--- src/sefr_pkg.sv ---
// Package for the STX/ETX frame receiver: byte codes, status codes,
// CRC-8 byte step and ASCII hex decode. No dependencies.
`default_nettype none

package sefr_pkg;

  localparam logic [7:0] BYTE_STX   = 8'h02;
  localparam logic [7:0] BYTE_ETX   = 8'h03;
  localparam logic [7:0] CHAR_A     = 8'h41;
  localparam logic [7:0] CHAR_D     = 8'h44;
  localparam logic [7:0] CRC_POLY   = 8'hB1;
  localparam logic [7:0] CRC_INIT   = 8'h00;
  localparam logic [7:0] CRC_XOROUT = 8'hFF;

  typedef enum logic [2:0] {
    ST_GOOD_D     = 3'd0,
    ST_GOOD_A     = 3'd1,
    ST_GOOD_OTHER = 3'd2,
    ST_CRC_BAD    = 3'd3,
    ST_HEX_BAD    = 3'd4,
    ST_OVERFLOW   = 3'd5
  } status_e;

  typedef struct packed {
    logic       ok;
    logic [3:0] value;
  } hex_t;

  // one byte through the CRC-8 register, MSB first
  function automatic logic [7:0] crc8_byte(input logic [7:0] crc, input logic [7:0] b);
    logic [7:0] c;
    c = crc ^ b;
    for (int k = 0; k < 8; k++) begin
      if (c[7]) begin
        c = {c[6:0], 1'b0} ^ CRC_POLY;
      end else begin
        c = {c[6:0], 1'b0};
      end
    end
    return c;
  endfunction

  function automatic hex_t hex_decode(input logic [7:0] b);
    hex_t h;
    h.ok    = 1'b0;
    h.value = 4'd0;
    if (b >= 8'h30 && b <= 8'h39) begin
      h.ok    = 1'b1;
      h.value = b[3:0];
    end else if ((b >= 8'h41 && b <= 8'h46) || (b >= 8'h61 && b <= 8'h66)) begin
      h.ok    = 1'b1;
      h.value = b[3:0] + 4'd9;
    end
    return h;
  endfunction

endpackage

`default_nettype wire

--- src/stx_etx_frame_receiver_crc8.sv ---
// STX/ETX frame receiver with CRC-8 check, top level.
// Depends on sefr_pkg.
//
//  port group  dir  tdata          tuser                          tlast
//  s_axis      in   rx_byte[7:0]   -                              -
//  m_axis      out  data_byte[7:0] byte_valid, frame_status[2:0]  frame_done
//
// One beat per cycle sustained while the output beat is taken; decode and CRC
// step sit between the frame state registers and the output register.
// Reset returns to hunting for STX with the output register empty.
// s_axis_tready_o is high while the output register is empty or being taken;
// a stalled output holds its beat and blocks input until it is taken.
`default_nettype none

module stx_etx_frame_receiver_crc8 #(
  parameter int MAX_FRAME = 512
) (
  input  wire logic       clk_i,
  input  wire logic       rst_ni,
  input  wire logic       s_axis_tvalid_i,
  output logic            s_axis_tready_o,
  input  wire logic [7:0] s_axis_tdata_i,   // [7:0] rx_byte
  output logic            m_axis_tvalid_o,
  input  wire logic       m_axis_tready_i,
  output logic [7:0]      m_axis_tdata_o,   // [7:0] data_byte
  output logic [3:0]      m_axis_tuser_o,   // [0] byte_valid, [3:1] frame_status
  output logic            m_axis_tlast_o    // frame_done
);

  localparam int CW = $clog2(MAX_FRAME);
  localparam logic [CW-1:0] CNT_LIMIT = CW'(MAX_FRAME - 1);

  typedef enum logic [1:0] {
    PH_HUNT    = 2'd0,
    PH_PAYLOAD = 2'd1,
    PH_HEX_HI  = 2'd2,
    PH_HEX_LO  = 2'd3
  } phase_e;

  typedef enum logic [1:0] {
    KIND_EMPTY = 2'd0,
    KIND_D     = 2'd1,
    KIND_A     = 2'd2,
    KIND_OTHER = 2'd3
  } kind_e;

  phase_e           phase_q, phase_d;
  kind_e            kind_q, kind_d;
  logic [7:0]       crc_q, crc_d;
  logic [CW-1:0]    cnt_q, cnt_d;
  logic [3:0]       hi_q, hi_d;
  logic             hex_err_q, hex_err_d;

  logic             out_valid_q, out_valid_d;
  logic [7:0]       out_data_q, out_data_d;
  logic             out_bv_q, out_bv_d;
  logic             out_done_q, out_done_d;
  sefr_pkg::status_e out_status_q, out_status_d;

  logic             in_beat;
  logic             out_beat;
  logic             emit;
  sefr_pkg::hex_t   hex;
  logic [7:0]       b;

  assign b               = s_axis_tdata_i;
  assign s_axis_tready_o = !out_valid_q || m_axis_tready_i;
  assign in_beat         = s_axis_tvalid_i && s_axis_tready_o;
  assign out_beat        = out_valid_q && m_axis_tready_i;
  assign hex             = sefr_pkg::hex_decode(b);

  always_comb begin
    phase_d      = phase_q;
    kind_d       = kind_q;
    crc_d        = crc_q;
    cnt_d        = cnt_q;
    hi_d         = hi_q;
    hex_err_d    = hex_err_q;
    emit         = 1'b0;
    out_data_d   = 8'd0;
    out_bv_d     = 1'b0;
    out_done_d   = 1'b0;
    out_status_d = sefr_pkg::ST_GOOD_D;
    if (in_beat) begin
      unique case (phase_q)
        PH_HUNT: begin
          if (b == sefr_pkg::BYTE_STX) begin
            phase_d   = PH_PAYLOAD;
            crc_d     = sefr_pkg::CRC_INIT;
            cnt_d     = '0;
            kind_d    = KIND_EMPTY;
            hi_d      = 4'd0;
            hex_err_d = 1'b0;
          end
        end
        PH_PAYLOAD: begin
          if (b == sefr_pkg::BYTE_ETX) begin
            phase_d = PH_HEX_HI;
          end else if (cnt_q >= CNT_LIMIT) begin
            phase_d      = PH_HUNT;
            emit         = 1'b1;
            out_done_d   = 1'b1;
            out_status_d = sefr_pkg::ST_OVERFLOW;
          end else begin
            if (cnt_q == '0) begin
              kind_d = (b == sefr_pkg::CHAR_D) ? KIND_D :
                       (b == sefr_pkg::CHAR_A) ? KIND_A : KIND_OTHER;
            end
            crc_d      = sefr_pkg::crc8_byte(crc_q, b);
            cnt_d      = cnt_q + 1'b1;
            emit       = 1'b1;
            out_data_d = b;
            out_bv_d   = 1'b1;
          end
        end
        PH_HEX_HI: begin
          hex_err_d = !hex.ok;
          hi_d      = hex.value;
          phase_d   = PH_HEX_LO;
        end
        PH_HEX_LO: begin
          emit       = 1'b1;
          out_done_d = 1'b1;
          phase_d    = PH_HUNT;
          priority if (hex_err_q || !hex.ok) begin
            out_status_d = sefr_pkg::ST_HEX_BAD;
          end else if ({hi_q, hex.value} != (crc_q ^ sefr_pkg::CRC_XOROUT)) begin
            out_status_d = sefr_pkg::ST_CRC_BAD;
          end else if (kind_q == KIND_D) begin
            out_status_d = sefr_pkg::ST_GOOD_D;
          end else if (kind_q == KIND_A) begin
            out_status_d = sefr_pkg::ST_GOOD_A;
          end else begin
            out_status_d = sefr_pkg::ST_GOOD_OTHER;
          end
        end
        default: phase_d = PH_HUNT;
      endcase
    end
    out_valid_d = emit || (out_valid_q && !m_axis_tready_i);
  end

  always_ff @(posedge clk_i or negedge rst_ni) begin
    if (!rst_ni) begin
      phase_q      <= PH_HUNT;
      kind_q       <= KIND_EMPTY;
      crc_q        <= sefr_pkg::CRC_INIT;
      cnt_q        <= '0;
      hi_q         <= 4'd0;
      hex_err_q    <= 1'b0;
      out_valid_q  <= 1'b0;
      out_data_q   <= 8'd0;
      out_bv_q     <= 1'b0;
      out_done_q   <= 1'b0;
      out_status_q <= sefr_pkg::ST_GOOD_D;
    end else begin
      phase_q     <= phase_d;
      kind_q      <= kind_d;
      crc_q       <= crc_d;
      cnt_q       <= cnt_d;
      hi_q        <= hi_d;
      hex_err_q   <= hex_err_d;
      out_valid_q <= out_valid_d;
      if (emit) begin
        out_data_q   <= out_data_d;
        out_bv_q     <= out_bv_d;
        out_done_q   <= out_done_d;
        out_status_q <= out_status_d;
      end
    end
  end

  assign m_axis_tvalid_o = out_valid_q;
  assign m_axis_tdata_o  = out_data_q;
  assign m_axis_tuser_o  = {out_status_q, out_bv_q};
  assign m_axis_tlast_o  = out_done_q;

  a_count_bound: assert property (@(posedge clk_i) disable iff (!rst_ni)
    cnt_q <= CNT_LIMIT)
    else $error("payload count past frame limit");

  a_done_no_data: assert property (@(posedge clk_i) disable iff (!rst_ni)
    m_axis_tvalid_o |-> (m_axis_tlast_o != m_axis_tuser_o[0]))
    else $error("beat must carry either a payload byte or a frame end");

  a_status_range: assert property (@(posedge clk_i) disable iff (!rst_ni)
    m_axis_tvalid_o && m_axis_tlast_o |-> m_axis_tuser_o[3:1] <= sefr_pkg::ST_OVERFLOW)
    else $error("frame status out of range");

  a_stx_enters: assert property (@(posedge clk_i) disable iff (!rst_ni)
    in_beat && phase_q == PH_HUNT && b == sefr_pkg::BYTE_STX |=>
      phase_q == PH_PAYLOAD && cnt_q == '0)
    else $error("STX did not open a frame");

  a_hunt_silent: assert property (@(posedge clk_i) disable iff (!rst_ni)
    in_beat && phase_q == PH_HUNT |-> !emit)
    else $error("beat emitted while hunting");

endmodule

`default_nettype wire
--- config.mk ---
export PLATFORM = sky130hd
export DESIGN_NAME = stx_etx_frame_receiver_crc8
export DESIGN_NICKNAME = d
export VERILOG_FILES = /design/src/sefr_pkg.sv /design/src/stx_etx_frame_receiver_crc8.sv
export SDC_FILE = /design/constraint.sdc
export NUM_CORES = 1
export LEC_CHECK = 0
export BUFFER_PORTS_ARGS = -buffer_cell sky130_fd_sc_hd__buf_2
export CORE_UTILIZATION = 50
export DETAILED_ROUTE_END_ITERATION = 8
export GPL_ROUTABILITY_DRIVEN = 0
export PLACE_DENSITY = 0.7
export SLEW_MARGIN = 25
export SYNTH_ARGS = -nofsm -noshare
export SYNTH_HDL_FRONTEND = slang
export SYNTH_SLANG_ARGS = --single-unit
--- constraint.sdc ---
create_clock -name clk_i -period 2.8 [get_ports clk_i]
set_input_delay 0.14 -clock clk_i [delete_from_list [all_inputs] [get_ports clk_i]]
set_output_delay 0.14 -clock clk_i [all_outputs]
set_load 0.01 [all_outputs]
# Yosys cells after proc, flatten, opt, wreduce, memory -nomap -nowiden
# Index checks and enable logic that the tools add are counted.
# classes
addsub	2
n_mul	0
n_div	0
n_lt_le_gt_ge	7
eq_ne	15
n_shift	0
n_mux	84
bitwise	10
n_reduce_logical	20
# ops
operator	count
$mux W8	43
$not A4 Y4	8
$mux W9	3
$mux W2	11
$pmux W9 S2	1
$eq A8 B2 Y1 const B	2
$eq A8 B7 Y1 const B	2
$ge A8 B7 Y1 const B	2
$le A8 B7 Y1 const B	2
$pmux W8 S2	1
$mux W3	4
$mux W1	11
$mux W5	2
$add A9 B1 Y9 const B	1
$ge A9 B9 Y1 const B	1
$logic_not A9 Y1	1
$ge A8 B6 Y1 const B	1
$le A8 B6 Y1 const B	1
$ne A2 B2 Y1 const B	4
$ne A8 B8 Y1	1
$not A8 Y8	1
$pmux W2 S4	1
$pmux W4 S2	1
$xor A8 B8 Y8	1
16 further kinds	32
# word_totals
regBits	40
latchBits	0
mem_bits_rw	0
mem_bits_ro	0
inputBits	12
output_inout_bits	15
elab_cells	149
mem_count	0

# Longest topological paths before layout
# Gate-level depths: netlist (run 1).
# logic_depth
word_depth	48
ltp_mapped	10
ltp_nobuf	9

# Least setup slack after synthesis (run 1)
# Ideal clock, no wire load.
# synth_timing
kind	register to register
start	register cnt_q[0]
end	register cnt_q[3]
setup_time_ns	0.078
arrival_time_ns	2.265
required_ns	2.722
slack_ns	0.458
path_stages_with_launch	10
path_buffers	1
synth_period_minus_slack_ns	2.342
cell_sequence	dfrtp_1 > ha_1 > nand2_1 > nor2_1 > ha_1 > a41o_1 > or4_4 > buf_6 > or3_1 > a21oi_1
# synth_between
elab_chain_len	4
word_cells_on_any_way	7
classes_between	add/sub (1); order compare (1); eq/ne (1); mux (3); reduce/logical (1)
# synth_rtl
item	line_no	source
start: declaration	stx_etx_frame_receiver_crc8.sv:50	logic [CW-1:0] cnt_q, cnt_d;
start signal: assignment	stx_etx_frame_receiver_crc8.sv:160	cnt_q <= cnt_d;
$add A9 B1 Y9	stx_etx_frame_receiver_crc8.sv:110	cnt_d = cnt_q + 1'b1;
$mux W9	stx_etx_frame_receiver_crc8.sv:99	end else if (cnt_q >= CNT_LIMIT) begin
$mux W9	stx_etx_frame_receiver_crc8.sv:97	if (b == sefr_pkg::BYTE_ETX) begin
$pmux W9 S2	stx_etx_frame_receiver_crc8.sv:85	unique case (phase_q)
# Parallel ways exist; a longest one is shown, timed or not. The select of a mux whose other input is x is not followed.
# A chain may end at the register's enable or synchronous reset.

# Worst setup path after layout (run 1)
# Same ends and word-level chain as after synthesis.

==> results_tabular.tex, run 1 <==
\begin{tabular}{lr}
\hline
Metric & Value \\
\hline
\multicolumn{2}{l}{\textbf{Logic synthesis}} \\
\quad Sequential fraction of the synthesis area & 0.409 \\
\quad Share of the synthesized area in the top cell type & 0.409 \\
\quad Cells after synthesis & 268 \\
\quad Seq cells post-synth & 40 \\
\quad Count of flip-flops with a built-in enable after synthesis & 0 \\
\quad Most numerous cell in the Yosys netlist & nand2\_1 \\
\quad Avg Inst Size Synth & 9.14 um2 \\
\quad Top cells by instance count after synthesis & nand2\_1 (41), dfrtp\_1 (40), nand3\_1 (21) \\
\quad Share of flip-flops with an asynchronous set or reset & 1.00 \\
\quad Post-synthesis cell area & 2450 um2 \\
\quad Leading register cell type out of synthesis & dfrtp\_1 \\
\quad Number of warning messages in the yosys log & 0 \\
\quad Distinct cell type count after synthesis & 47 \\
\quad Synth Net Count & 288 \\
\quad Largest area contributor in the netlist & dfrtp\_1 \\
\quad Synth top area cells & dfrtp\_1 (41\%), xnor2\_1 (6.8\%), nand2\_1 (6.3\%) \\
\multicolumn{2}{l}{\textbf{CTS}} \\
\quad Cell at the root of the clock tree & clkbuf\_8 \\
\quad Clk buf depth & 2 \\
\quad TritonCTS clock tree & yes \\
\quad Number of clock buffers inserted by TritonCTS & 5 \\
\quad Clock transition time at the flip-flop clock pins of the worst setup and hold paths & 80 ps \\
\quad Clk sink count & 40 \\
\quad Worst skew pair latency & 290 ps \\
\quad Post-cts sizing count & 0 \\
\quad H-tree level count & 2 \\
\multicolumn{2}{l}{\textbf{Run status}} \\
\quad Result of the run & complete, no violations \\
\multicolumn{2}{l}{\textbf{Global route}} \\
\quad Sum of overflow across all layers after global routing & 0 \\
\quad Global-route total usage across every layer & 0.234 \\
\quad Global-route wire length before repair & 9350 um \\
\quad Number of antenna violations at the first check in global routing & 0 \\
\quad Largest net degree at the start of global routing & 41 \\
\quad Vias in the first global route & 1914 \\
\multicolumn{2}{l}{\textbf{Timing}} \\
\quad Shortest clock period the worst path allows after layout & 2480 ps \\
\quad Final Hold Vio Count & 0 \\
\quad Least-Margin Pin Slew & 891 ps \\
\quad Crit share post-route & 0.887 \\
\quad Max Slew Vio Count & 0 \\
\quad Final critical-path setup slack & 315 ps \\
\quad Setup repair after global routing missed its margin & no \\
\quad Fin Setup TNS & 0 ps \\
\quad Maximum frequency from static timing analysis & 0.402 GHz \\
\quad Number of setup violations in the final report & 0 \\
\quad Worst clock skew & 10.4 ps \\
\quad Max\_slew headroom & 0.406 \\
\multicolumn{2}{l}{\textbf{Power}} \\
\quad Leakage & 0.00128 uW \\
\quad Total power draw & 2550 uW \\
\quad Peak supply drop & 0.000514 V \\
\quad Pwr per Cell Area & 928 nW/um2 \\
\multicolumn{2}{l}{\textbf{Worst setup path}} \\
\quad Cell-by-cell listing of the critical path & ha\_1 -> nand2\_1 -> nor2\_1 -> ha\_1 -> a41o\_1 -> or4\_4 -> or3\_1 -> a21oi\_1 \\
\quad Worst-path maximum fanout & 20 \\
\quad Required arrival time at the worst endpoint & 3030 ps \\
\quad Data arrival time of the critical path & 2710 ps \\
\quad Cell type of the slowest stage on the worst timing path & or4\_4 \\
\quad Sort of element at the start of the critical path & flip-flop \\
\quad Delay of the slowest cell on the worst path & 650 ps \\
\quad Most Frequent Cell on Critical Path & ha\_1 \\
\quad Critical path type & flip-flop to flip-flop \\
\quad Type of element capturing the critical path & flip-flop \\
\multicolumn{2}{l}{\textbf{Run}} \\
\quad Number of max-cap violations & 0 \\
\multicolumn{2}{l}{\textbf{Route}} \\
\quad Final wirelength & 5540 um \\
\quad Length of the first detailed-routing pass in iterations & 4 \\
\quad Mean number of vias per cell & 5.61 \\
\quad Drt wl/cell & 15.2 um \\
\quad DRC violations left & 0 \\
\quad Total via count in the routed design & 2043 \\
\quad DRC violation total after the first TritonRoute iteration & 210 \\
\quad Number of nets still failing antenna checks after routing & 0 \\
\multicolumn{2}{l}{\textbf{Placement}} \\
\quad Detailed-placement wirelength estimate & 4120 um \\
\quad Placement-stage worst setup slack & 331 ps \\
\quad Cell area reported after detailed placement & 2640 um2 \\
\quad Count of port buffers added during placement & 26 \\
\multicolumn{2}{l}{\textbf{Die}} \\
\quad Effective utilization at floorplan & 0.519 \\
\quad Die Y & 72.0 um \\
\quad Die area & 5180 um2 \\
\quad Floorplan die width & 72.0 um \\
\quad Core area & 4720 um2 \\
\quad Number of rows created at floorplan & 25 \\
\quad IO Pins & 27 \\
\multicolumn{2}{l}{\textbf{Final layout}} \\
\quad Area growth, synth to finish & 12.4\% \\
\quad Cell area after layout & 2750 um2 \\
\quad Final core utilization & 0.583 \\
\quad Net count, final & 316 \\
\quad Number of antenna cells inserted & 0 \\
\quad Proportion of layout cells with a drive suffix above 1 & 0.155 \\
\multicolumn{2}{l}{\textbf{Min path}} \\
\quad Kind of path behind the tightest hold check & input port to flip-flop \\
\hline
\end{tabular}
-- kinds of logic (layout without fill, tap and decap cells) --
group / Yosys count / count (layout) / share of synthesized area
buf+inv: 19 / 48 / 0.0378
fa+ha+maj: 8 / 8 / 0.0409
compound gates: 52 / 52 / 0.138
xor+xnor: 35 / 35 / 0.125
flops: 40 / 40 / 0.409
simple gates: 114 / 114 / 0.250
-- final cells by class --
class	count	area, um2
Tap cell	67	83.8
Multi-Input combinational cell	209	1360
Fill cell	430	1970
Sequential cell	40	1000
Clock inverter	2	35.0
Inverter	9	33.8
Clock buffer	6	72.6
Timing Repair Buffer	31	170
-- power breakdown --
part           internal [uW]  leakage, uW  switching, uW
clock                    265    0.0000552            210
combinational            494     0.000709            621
sequential               773     0.000512            192
total                   1530      0.00128           1020
-- flip-flops by register name, summed over array words and instances, names as in the netlist, named ones only --
name and count:
out_bv_q 1, cnt_q 9, phase_q 1, m_axis_tlast_o 1
m_axis_tdata_o 8, crc_q 8, out_status_q 3, kind_q 2
hi_q 4, hex_err_q 1, m_axis_tvalid_o 1
-- worst max-delay path: cells and delay by family, from the launching register on --
kind                       cells  cell delay [ps]
adders and majority gates      2              410
and+or+nand+nor                4             1160
AOI/OAI and AO/OA              2              430
DFF                            1              430
-- path summary, 6_finish.rpt --
check,end,startpoint,cells after the start,slack (ps)
min in group asynchronous,cnt_q[5],rst_ni,2,500
setup / recovery,cnt_q[3],cnt_q[0],8,320
hold / removal,m_axis_tdata_o[6],s_axis_tdata_i[6],2,170
hold reg to reg,hex_err_q,hex_err_q,2,480
max in group asynchronous,cnt_q[0],rst_ni,2,1730
setup reg to reg,cnt_q[3],cnt_q[0],8,320
-- per-layer routing --
metal	global-route usage	part of all wire	up-vias
li1	-	-	1001
met1	0.319	0.48	972
met2	0.379	0.46	64
met3	0.0389	0.044	6
met4	0.0784	0.012	0
met5	0	0	-
-- repair_timing --
action                    4_1_cts  5_1_grt
hold buffers                    1        0
buffers inserted                0        0
hold endpoints to repair       12        0
-- cells in the final DEF, fill, tap and decap left out, types with 2 or more instances in the layout --
| master | synthesis | layout |
|---|---|---|
| a21oi_1 | 9 | 9 |
| a221o_1 | 2 | 2 |
| a22o_1 | 6 | 6 |
| and3_1 | 5 | 5 |
| buf_2 | 2 | 26 |
| buf_4 | 1 | 4 |
| clkbuf_8 | 0 | 5 |
| dfrtp_1 | 40 | 40 |
| ha_1 | 8 | 8 |
| inv_1 | 9 | 9 |
| nand2_1 | 41 | 41 |
| nand2b_1 | 2 | 2 |
| nand3_1 | 21 | 21 |
| nand4_1 | 5 | 5 |
| nand4b_1 | 2 | 2 |
| nor2_1 | 13 | 13 |
| nor2b_1 | 4 | 4 |
| nor3_1 | 4 | 4 |
| nor3_2 | 3 | 3 |
| nor4_1 | 3 | 3 |
| o211ai_1 | 3 | 3 |
| o21ai_0 | 4 | 4 |
| o21ai_1 | 16 | 16 |
| o31ai_1 | 2 | 2 |
| or3_1 | 2 | 2 |
| xnor2_1 | 19 | 19 |
| xor2_1 | 16 | 16 |
-- metrics by stage --
stage,std cells,hold slack (ps)
after floorplan,268,-156
after global placement,355,311
after detailed placement,355,317
after CTS,364,161
after global routing,364,190
final,364,172
(Power assumes the default switching activity.)
==> run 2: changes to the inputs <==
Settings changed: PLACE_DENSITY 0.7 to 0.67.
==> results_tabular.tex, run 2 (synthesized netlist as in run 1, its figures left out) <==
\begin{tabular}{lr}
\hline
Metric & Value \\
\hline
\multicolumn{2}{l}{\textbf{Min path}} \\
\quad End point of the most critical hold path & m\_axis\_tdata\_o[6] \\
\quad Worst hold path depth & 2 (unchanged) \\
\quad Critical hold path startpoint & s\_axis\_tdata\_i[6] \\
\quad Kind of path behind the tightest hold check & input port to flip-flop \\
\multicolumn{2}{l}{\textbf{CTS}} \\
\quad Number of clock buffers inserted by TritonCTS & 5 (unchanged) \\
\quad Clock transition time at the flip-flop clock pins of the worst setup and hold paths & 80 ps (about the same) \\
\quad TritonCTS clock tree & yes \\
\quad Worst skew pair latency & 300 ps (about the same) \\
\quad CTS hold repair buffers & 0 (-1) \\
\quad Post-cts sizing count & 0 (unchanged) \\
\quad H-tree level count & 2 (unchanged) \\
\quad Cell at the root of the clock tree & clkbuf\_8 \\
\quad Clk buf depth & 2 (unchanged) \\
\quad Number of setup buffers added after CTS & 0 (unchanged) \\
\quad Clk sink count & 40 (unchanged) \\
\multicolumn{2}{l}{\textbf{Worst setup path}} \\
\quad Worst-path maximum fanout & 20 (unchanged) \\
\quad Sort of element at the start of the critical path & flip-flop \\
\quad Reg-to-reg endpoint & cnt\_q[3] \\
\quad Required arrival time at the worst endpoint & 3030 ps (about the same) \\
\quad Type of element capturing the critical path & flip-flop \\
\quad Reg2reg setup slack & 300 ps (about the same) \\
\quad Data arrival time of the critical path & 2720 ps (about the same) \\
\quad Critical path type & flip-flop to flip-flop \\
\quad Worst r2r path cells & 8 (unchanged) \\
\quad Cell type of the slowest stage on the worst timing path & or4\_4 \\
\quad Worst flop-to-flop path startpoint & cnt\_q[0] \\
\quad Delay of the slowest cell on the worst path & 650 ps (about the same) \\
\quad Most Frequent Cell on Critical Path & ha\_1 \\
\quad Cell-by-cell listing of the critical path & ha\_1 -> nand2\_1 -> nor2\_1 -> ha\_1 -> a41o\_1 -> or4\_4 -> or3\_1 -> a21oi\_1 \\
\multicolumn{2}{l}{\textbf{Timing}} \\
\quad Setup repair after global routing missed its margin & no \\
\quad Final Hold Vio Count & 0 (unchanged) \\
\quad Fin Setup TNS & 0 ps (unchanged) \\
\quad Shortest clock period the worst path allows after layout & 2500 ps (+10.7 ps) \\
\quad Final critical-path setup slack & 305 ps (-10.7 ps) \\
\quad Max\_slew headroom & 0.642 (+0.235) \\
\quad Crit share post-route & 0.891 (+0.00383) \\
\quad Least-Margin Pin Slew & 533 ps (-358 ps) \\
\quad Worst clock skew & 8.02 ps (-2.39 ps) \\
\quad Final hold slack & 162 ps (-9.78 ps) \\
\quad Maximum frequency from static timing analysis & 0.401 GHz (-0.43\%) \\
\quad Number of setup violations in the final report & 0 (unchanged) \\
\quad Max Slew Vio Count & 0 (unchanged) \\
\multicolumn{2}{l}{\textbf{Final layout}} \\
\quad Number of flip-flops in the largest register & 9 (unchanged) \\
\quad Number of filler cells placed in the layout & 432 (+0.47\%) \\
\quad Final core utilization & 0.582 (about the same) \\
\quad Number of antenna cells inserted & 0 (unchanged) \\
\quad Most common cell after layout, fill and taps aside & nand2\_1 \\
\quad Number of non-filler instances in the completed layout & 365 (+0.27\%) \\
\quad Biggest register & cnt\_q \\
\quad Commonest non-fill, non-tap cells in the layout & nand2\_1 (41), dfrtp\_1 (40), buf\_2 (26) \\
\quad Proportion of layout cells with a drive suffix above 1 & 0.158 (+0.00284) \\
\quad Net count, final & 318 (+0.63\%) \\
\quad Area growth, synth to finish & 12.3\% (about the same) \\
\multicolumn{2}{l}{\textbf{Global route}} \\
\quad Vias in the first global route & 1880 (-1.8\%) \\
\quad Global Route met2 Usage & 0.358 (-0.0210) \\
\quad Global-route wire length before repair & 9180 um (-1.8\%) \\
\quad Largest net degree at the start of global routing & 41 (unchanged) \\
\quad Sum of overflow across all layers after global routing & 0 (unchanged) \\
\quad Layer carrying the most global-route usage & met2 \\
\quad Met1 Usage GRT & 0.324 (+0.00435) \\
\quad GR Util met3 & 0.0389 (unchanged) \\
\quad Number of antenna violations at the first check in global routing & 0 (unchanged) \\
\quad Global-route total usage across every layer & 0.230 (-0.00355) \\
\multicolumn{2}{l}{\textbf{Route}} \\
\quad Drt wl/cell & 14.8 um (-2.9\%) \\
\quad DRC violations left & 0 (unchanged) \\
\quad Length of the first detailed-routing pass in iterations & 4 (unchanged) \\
\quad Total via count in the routed design & 2021 (-1.1\%) \\
\quad Final wirelength & 5390 um (-2.7\%) \\
\quad DRC violation total after the first TritonRoute iteration & 166 (-21\%) \\
\quad Number of nets still failing antenna checks after routing & 0 (unchanged) \\
\quad Mean number of vias per cell & 5.54 (-1.3\%) \\
\multicolumn{2}{l}{\textbf{Power}} \\
\quad Fraction of power spent switching nets & 0.410 (+0.00985) \\
\quad Leakage & 0.00128 uW (about the same) \\
\quad Internal Pwr Total & 1440 uW (-5.7\%) \\
\quad Pwr per Cell Area & 890 nW/um2 (-4.1\%) \\
\quad Clock share of power & 0.151 (-0.035) \\
\quad Portion of total power attributed to sequential cells & 0.394 (+0.016) \\
\quad Part of the total power dissipated in combinational logic & 0.455 (+0.018) \\
\quad Peak supply drop & 0.000549 V (+6.9\%) \\
\quad Switching power & 1000 uW (-1.8\%) \\
\multicolumn{2}{l}{\textbf{Die}} \\
\quad Floorplan die width & 72.0 um (unchanged) \\
\quad Core area & 4720 um2 (unchanged) \\
\quad Effective utilization at floorplan & 0.519 (unchanged) \\
\quad Number of rows created at floorplan & 25 (unchanged) \\
\quad IO Pins & 27 (unchanged) \\
\quad Die area & 5180 um2 (unchanged) \\
\quad Die Y & 72.0 um (unchanged) \\
\multicolumn{2}{l}{\textbf{Placement}} \\
\quad Count of port buffers added during placement & 26 (unchanged) \\
\quad Detailed-placement wirelength estimate & 4040 um (-1.9\%) \\
\quad Placement-stage worst setup slack & 318 ps (-12.7 ps) \\
\quad Count of placed standard cells including taps & 356 (+0.28\%) \\
\multicolumn{2}{l}{\textbf{Run status}} \\
\quad Result of the run & complete, no violations \\
\multicolumn{2}{l}{\textbf{Run}} \\
\quad Number of max-cap violations & 0 (unchanged) \\
\hline
\end{tabular}
## run 2: cell types whose count changed in the layout (fill, tap and decap cells not counted)
cell       delta
buf_12        +1
buf_4         +1
bufinv_16     -1
## run 2: power groups by stage
| stage | sequential (uW) | combinational, uW | clock [uW] |
|---|---|---|---|
| floorplan | 962 | 831 | 0 |
| global placement | 967 | 1100 | 0 |
| detailed placement | 975 | 1100 | 0 |
| CTS | 965 | 1110 | 378 |
| global route | 994 | 1250 | 397 |
| finish | 964 | 1110 | 370 |
## run 2: worst max-delay path, delay by kind of cell (launching register included)
family          cells  cell delay, ps
flops               1             430
simple gates        4            1150
fa+ha+maj           2             410
compound gates      2             430
## run 2: per-stage QoR
stage               total power, uW  cell area (um2)
floorplan                      1790             2450
global placement               2070             2640
CTS                            2450             2720
global route                   2640             2750
finish                         2450             2750
detailed placement             2080             2640
## run 2: worst max-delay path by stage
stage / from / slack [ps] / end
floorplan: cnt_q[0] / 460 / cnt_q[3]
global placement: cnt_q[0] / 370 / cnt_q[3]
detailed placement: cnt_q[0] / 320 / cnt_q[3]
CTS: cnt_q[0] / 300 / cnt_q[3]
global route: cnt_q[0] / 180 / cnt_q[3]
finish: cnt_q[0] / 300 / cnt_q[3]
## run 2: area by class of cell
cell class / instances / area, um2 / share of cell area
clock buffer: 6 / 72.6 / 0.0264
clock inverter: 1 / 5.00 / 0.00182
inverter: 9 / 33.8 / 0.0123
multi-input combinational: 209 / 1360 / 0.493
sequential: 40 / 1000 / 0.364
tap: 67 / 83.8 / 0.0305
timing repair buffer: 33 / 198 / 0.0719
## run 2: metal layers
metal / share of wire / routed length (um)
met1: 0.47 / 2530
met2: 0.45 / 2430
met3: 0.060 / 323
met4: 0.020 / 106
met5: 0 / 0
==> run 3: changes to the inputs <==
Settings changed: SETUP_SLACK_MARGIN set to 0.5.
==> results_tabular.tex, run 3 (synthesized netlist as in run 1, its figures left out) <==
\begin{tabular}{lr}
\hline
Metric & Value \\
\hline
\multicolumn{2}{l}{\textbf{Global route}} \\
\quad Global-route wire length before repair & 9780 um (+6.6\%) \\
\quad Vias in the first global route & 1954 (+3.9\%) \\
\quad Sum of overflow across all layers after global routing & 0 (unchanged) \\
\quad Largest net degree at the start of global routing & 41 (unchanged) \\
\quad Global-route total usage across every layer & 0.247 (+0.0165) \\
\quad Number of antenna violations at the first check in global routing & 0 (unchanged) \\
\multicolumn{2}{l}{\textbf{Final layout}} \\
\quad Number of antenna cells inserted & 0 (unchanged) \\
\quad Commonest non-fill, non-tap cells in the layout & nand2\_1 (40), dfrtp\_1 (39), buf\_2 (26) \\
\quad Biggest register & cnt\_q \\
\quad Area growth, synth to finish & 17.2\% \\
\quad Net count, final & 331 (+4.1\%) \\
\quad Number of filler cells placed in the layout & 427 (-1.2\%) \\
\quad Number of non-filler instances in the completed layout & 378 (+3.6\%) \\
\quad Most common cell after layout, fill and taps aside & nand2\_1 \\
\quad Proportion of layout cells with a drive suffix above 1 & 0.215 (+0.0577) \\
\quad Number of flip-flops in the largest register & 9 (unchanged) \\
\multicolumn{2}{l}{\textbf{Die}} \\
\quad Effective utilization at floorplan & 0.519 (unchanged) \\
\quad IO Pins & 27 (unchanged) \\
\quad Core area & 4720 um2 (unchanged) \\
\quad Die Y & 72.0 um (unchanged) \\
\quad Floorplan die width & 72.0 um (unchanged) \\
\quad Number of rows created at floorplan & 25 (unchanged) \\
\quad Die area & 5180 um2 (unchanged) \\
\multicolumn{2}{l}{\textbf{Route}} \\
\quad Total via count in the routed design & 2131 (+5.4\%) \\
\quad Number of nets still failing antenna checks after routing & 0 (unchanged) \\
\quad DRC violations left & 0 (unchanged) \\
\quad Drt wl/cell & 15.7 um (+6.1\%) \\
\quad Final wirelength & 5920 um (+9.9\%) \\
\quad Length of the first detailed-routing pass in iterations & 4 (unchanged) \\
\quad Mean number of vias per cell & 5.64 (+1.8\%) \\
\quad DRC violation total after the first TritonRoute iteration & 192 (+16\%) \\
\multicolumn{2}{l}{\textbf{Run status}} \\
\quad Violated checks & negative hold slack \\
\quad Result of the run & finished with violations \\
\multicolumn{2}{l}{\textbf{Worst setup path}} \\
\quad Required arrival time at the worst endpoint & 3030 ps (about the same) \\
\quad Cell-by-cell listing of the critical path & and4\_4 -> nand2\_1 -> nor2\_1 -> ha\_2 -> a41o\_4 -> buf\_4 -> nor4\_4 -> buf\_4 -> nand4\_1 -> xor2\_1 -> nor2\_1 \\
\quad Worst-path maximum fanout & 5 (-75\%) \\
\quad Origin of the worst setup path & cnt\_q[6] \\
\quad Sort of element at the start of the critical path & flip-flop \\
\quad Delay of the slowest cell on the worst path & 410 ps (-240 ps) \\
\quad Reg2reg setup slack & 530 ps (+230 ps) \\
\quad Type of element capturing the critical path & flip-flop \\
\quad Worst r2r path cells & 11 (+3) \\
\quad Data arrival time of the critical path & 2500 ps (-220 ps) \\
\quad Critical path type & flip-flop to flip-flop \\
\quad Worst flop-to-flop path startpoint & cnt\_q[6] \\
\quad Cell type of the slowest stage on the worst timing path & dfrtp\_1 \\
\multicolumn{2}{l}{\textbf{Power}} \\
\quad Peak supply drop & 0.000611 V (+11\%) \\
\quad Part of the total power dissipated in combinational logic & 0.484 (+0.029) \\
\quad Leakage & 0.00134 uW (+4.7\%) \\
\quad Fraction of power spent switching nets & 0.415 (+0.00435) \\
\quad Internal Pwr Total & 1520 uW (+5.3\%) \\
\quad Pwr per Cell Area & 904 nW/um2 (+1.6\%) \\
\quad Portion of total power attributed to sequential cells & 0.373 (-0.021) \\
\quad Switching power & 1080 uW (+7.2\%) \\
\quad Clock share of power & 0.143 (-0.008) \\
\multicolumn{2}{l}{\textbf{Timing}} \\
\quad Setup repair after global routing missed its margin & yes \\
\quad Shortest clock period the worst path allows after layout & 2270 ps (-225 ps) \\
\quad Number of setup violations in the final report & 0 (unchanged) \\
\quad Final hold slack & -35.5 ps (-198 ps) \\
\quad Final critical-path setup slack & 530 ps (+225 ps) \\
\quad Max\_slew headroom & 0.409 (-0.233) \\
\quad Least-Margin Pin Slew & 887 ps (+354 ps) \\
\quad Fin Setup TNS & 0 ps (unchanged) \\
\quad Final Hold Vio Count & 40 (+40) \\
\quad Worst clock skew & 3.86 ps (-4.15 ps) \\
\quad Max Slew Vio Count & 0 (unchanged) \\
\quad Crit share post-route & 0.811 (-0.0804) \\
\quad Maximum frequency from static timing analysis & 0.440 GHz (+9.9\%) \\
\multicolumn{2}{l}{\textbf{Placement}} \\
\quad Placement-stage worst setup slack & 323 ps (+5.08 ps) \\
\quad Detailed-placement wirelength estimate & 4230 um (+4.5\%) \\
\quad Count of placed standard cells including taps & 355 (-0.28\%) \\
\quad Count of port buffers added during placement & 26 (unchanged) \\
\multicolumn{2}{l}{\textbf{CTS}} \\
\quad H-tree level count & 2 (unchanged) \\
\quad TritonCTS clock tree & yes \\
\quad Clk buf depth & 2 (unchanged) \\
\quad Worst skew pair latency & 290 ps (about the same) \\
\quad Number of clock buffers inserted by TritonCTS & 5 (unchanged) \\
\quad Clock transition time at the flip-flop clock pins of the worst setup and hold paths & 80 ps (about the same) \\
\quad Clk sink count & 40 (unchanged) \\
\quad Cell at the root of the clock tree & clkbuf\_8 \\
\multicolumn{2}{l}{\textbf{Run}} \\
\quad Number of max-cap violations & 0 (unchanged) \\
\multicolumn{2}{l}{\textbf{Min path}} \\
\quad Kind of path behind the tightest hold check & input port to asynchronous set/reset pin \\
\hline
\end{tabular}
## run 3: changes by cell type in the layout (fill, tap and decap cells not counted), sizes merged
cell         before  now
or4               1    2
dlygate4sd3       1    0
buf              32   45
## run 3: power groups by stage
stage / clock [uW] / sequential [uW] / combinational [uW]
final: 371 / 968 / 1260
after global routing: 400 / 994 / 1390
after CTS: 379 / 962 / 1170
after detailed placement: 0 / 980 / 1120
after global placement: 0 / 976 / 1110
after floorplan: 0 / 962 / 831
## run 3: final cells by class
cell class | instances | area [um2] | share of cell area
Clock inverter | 1 | 5.00 | 0.00174
Tap cell | 67 | 83.8 | 0.0292
Clock buffer | 6 | 72.6 | 0.0253
Inverter | 9 | 33.8 | 0.0118
Timing Repair Buffer | 45 | 273 | 0.0950
Multi-Input combinational cell | 210 | 1400 | 0.488
Sequential cell | 40 | 1000 | 0.349
## run 3: final timing paths
path	endpoint
worst min register to register	out_bv_q
min in group clk_i	m_axis_tdata_o[6]
worst max-delay path	cnt_q[4]
worst max register to register	cnt_q[4]
max in group asynchronous	cnt_q[3]
worst min-delay path	cnt_q[5]
## run 3: repair_timing
| action | in CTS | in global routing |
|---|---|---|
| endpoints found under the setup margin | 9 | 17 |
| gates cloned | 1 | 0 |
| setup buffers | 3 | 12 |
| pin swaps | 2 | 7 |
| hold buffers | 0 | 0 |
| gates resized for setup | 2 | 6 |
## run 3: per-layer routing
metal  vias up  routed length, um  global-route usage
met4         0                 76              0.0784
met2        65               2740               0.387
met3        10                223              0.0417
met5         -                  0                   0
li1       1034                  -                   -
met1      1022               2880               0.350
## run 3: worst max-delay path: cells and delay by family (launching register included)
kind	cells	cell delay [ps]
AOI/OAI and AO/OA	1	250
xor gates and xnor gates	1	160
adders and majority gates	1	160
buffers and inverters	2	370
DFF	1	410
and+or+nand+nor	6	860
## run 3: through the flow
stage | total power, uW | util | cell area [um2] | hold WS (ps)
floorplan | 1790 | - | 2450 | -156
global placement | 2080 | 0.558 | 2640 | 312
detailed placement | 2100 | 0.558 | 2640 | 320
CTS | 2510 | 0.584 | 2760 | 2.19
global route | 2790 | 0.608 | 2870 | 37.7
finish | 2600 | 0.608 | 2870 | -35.5
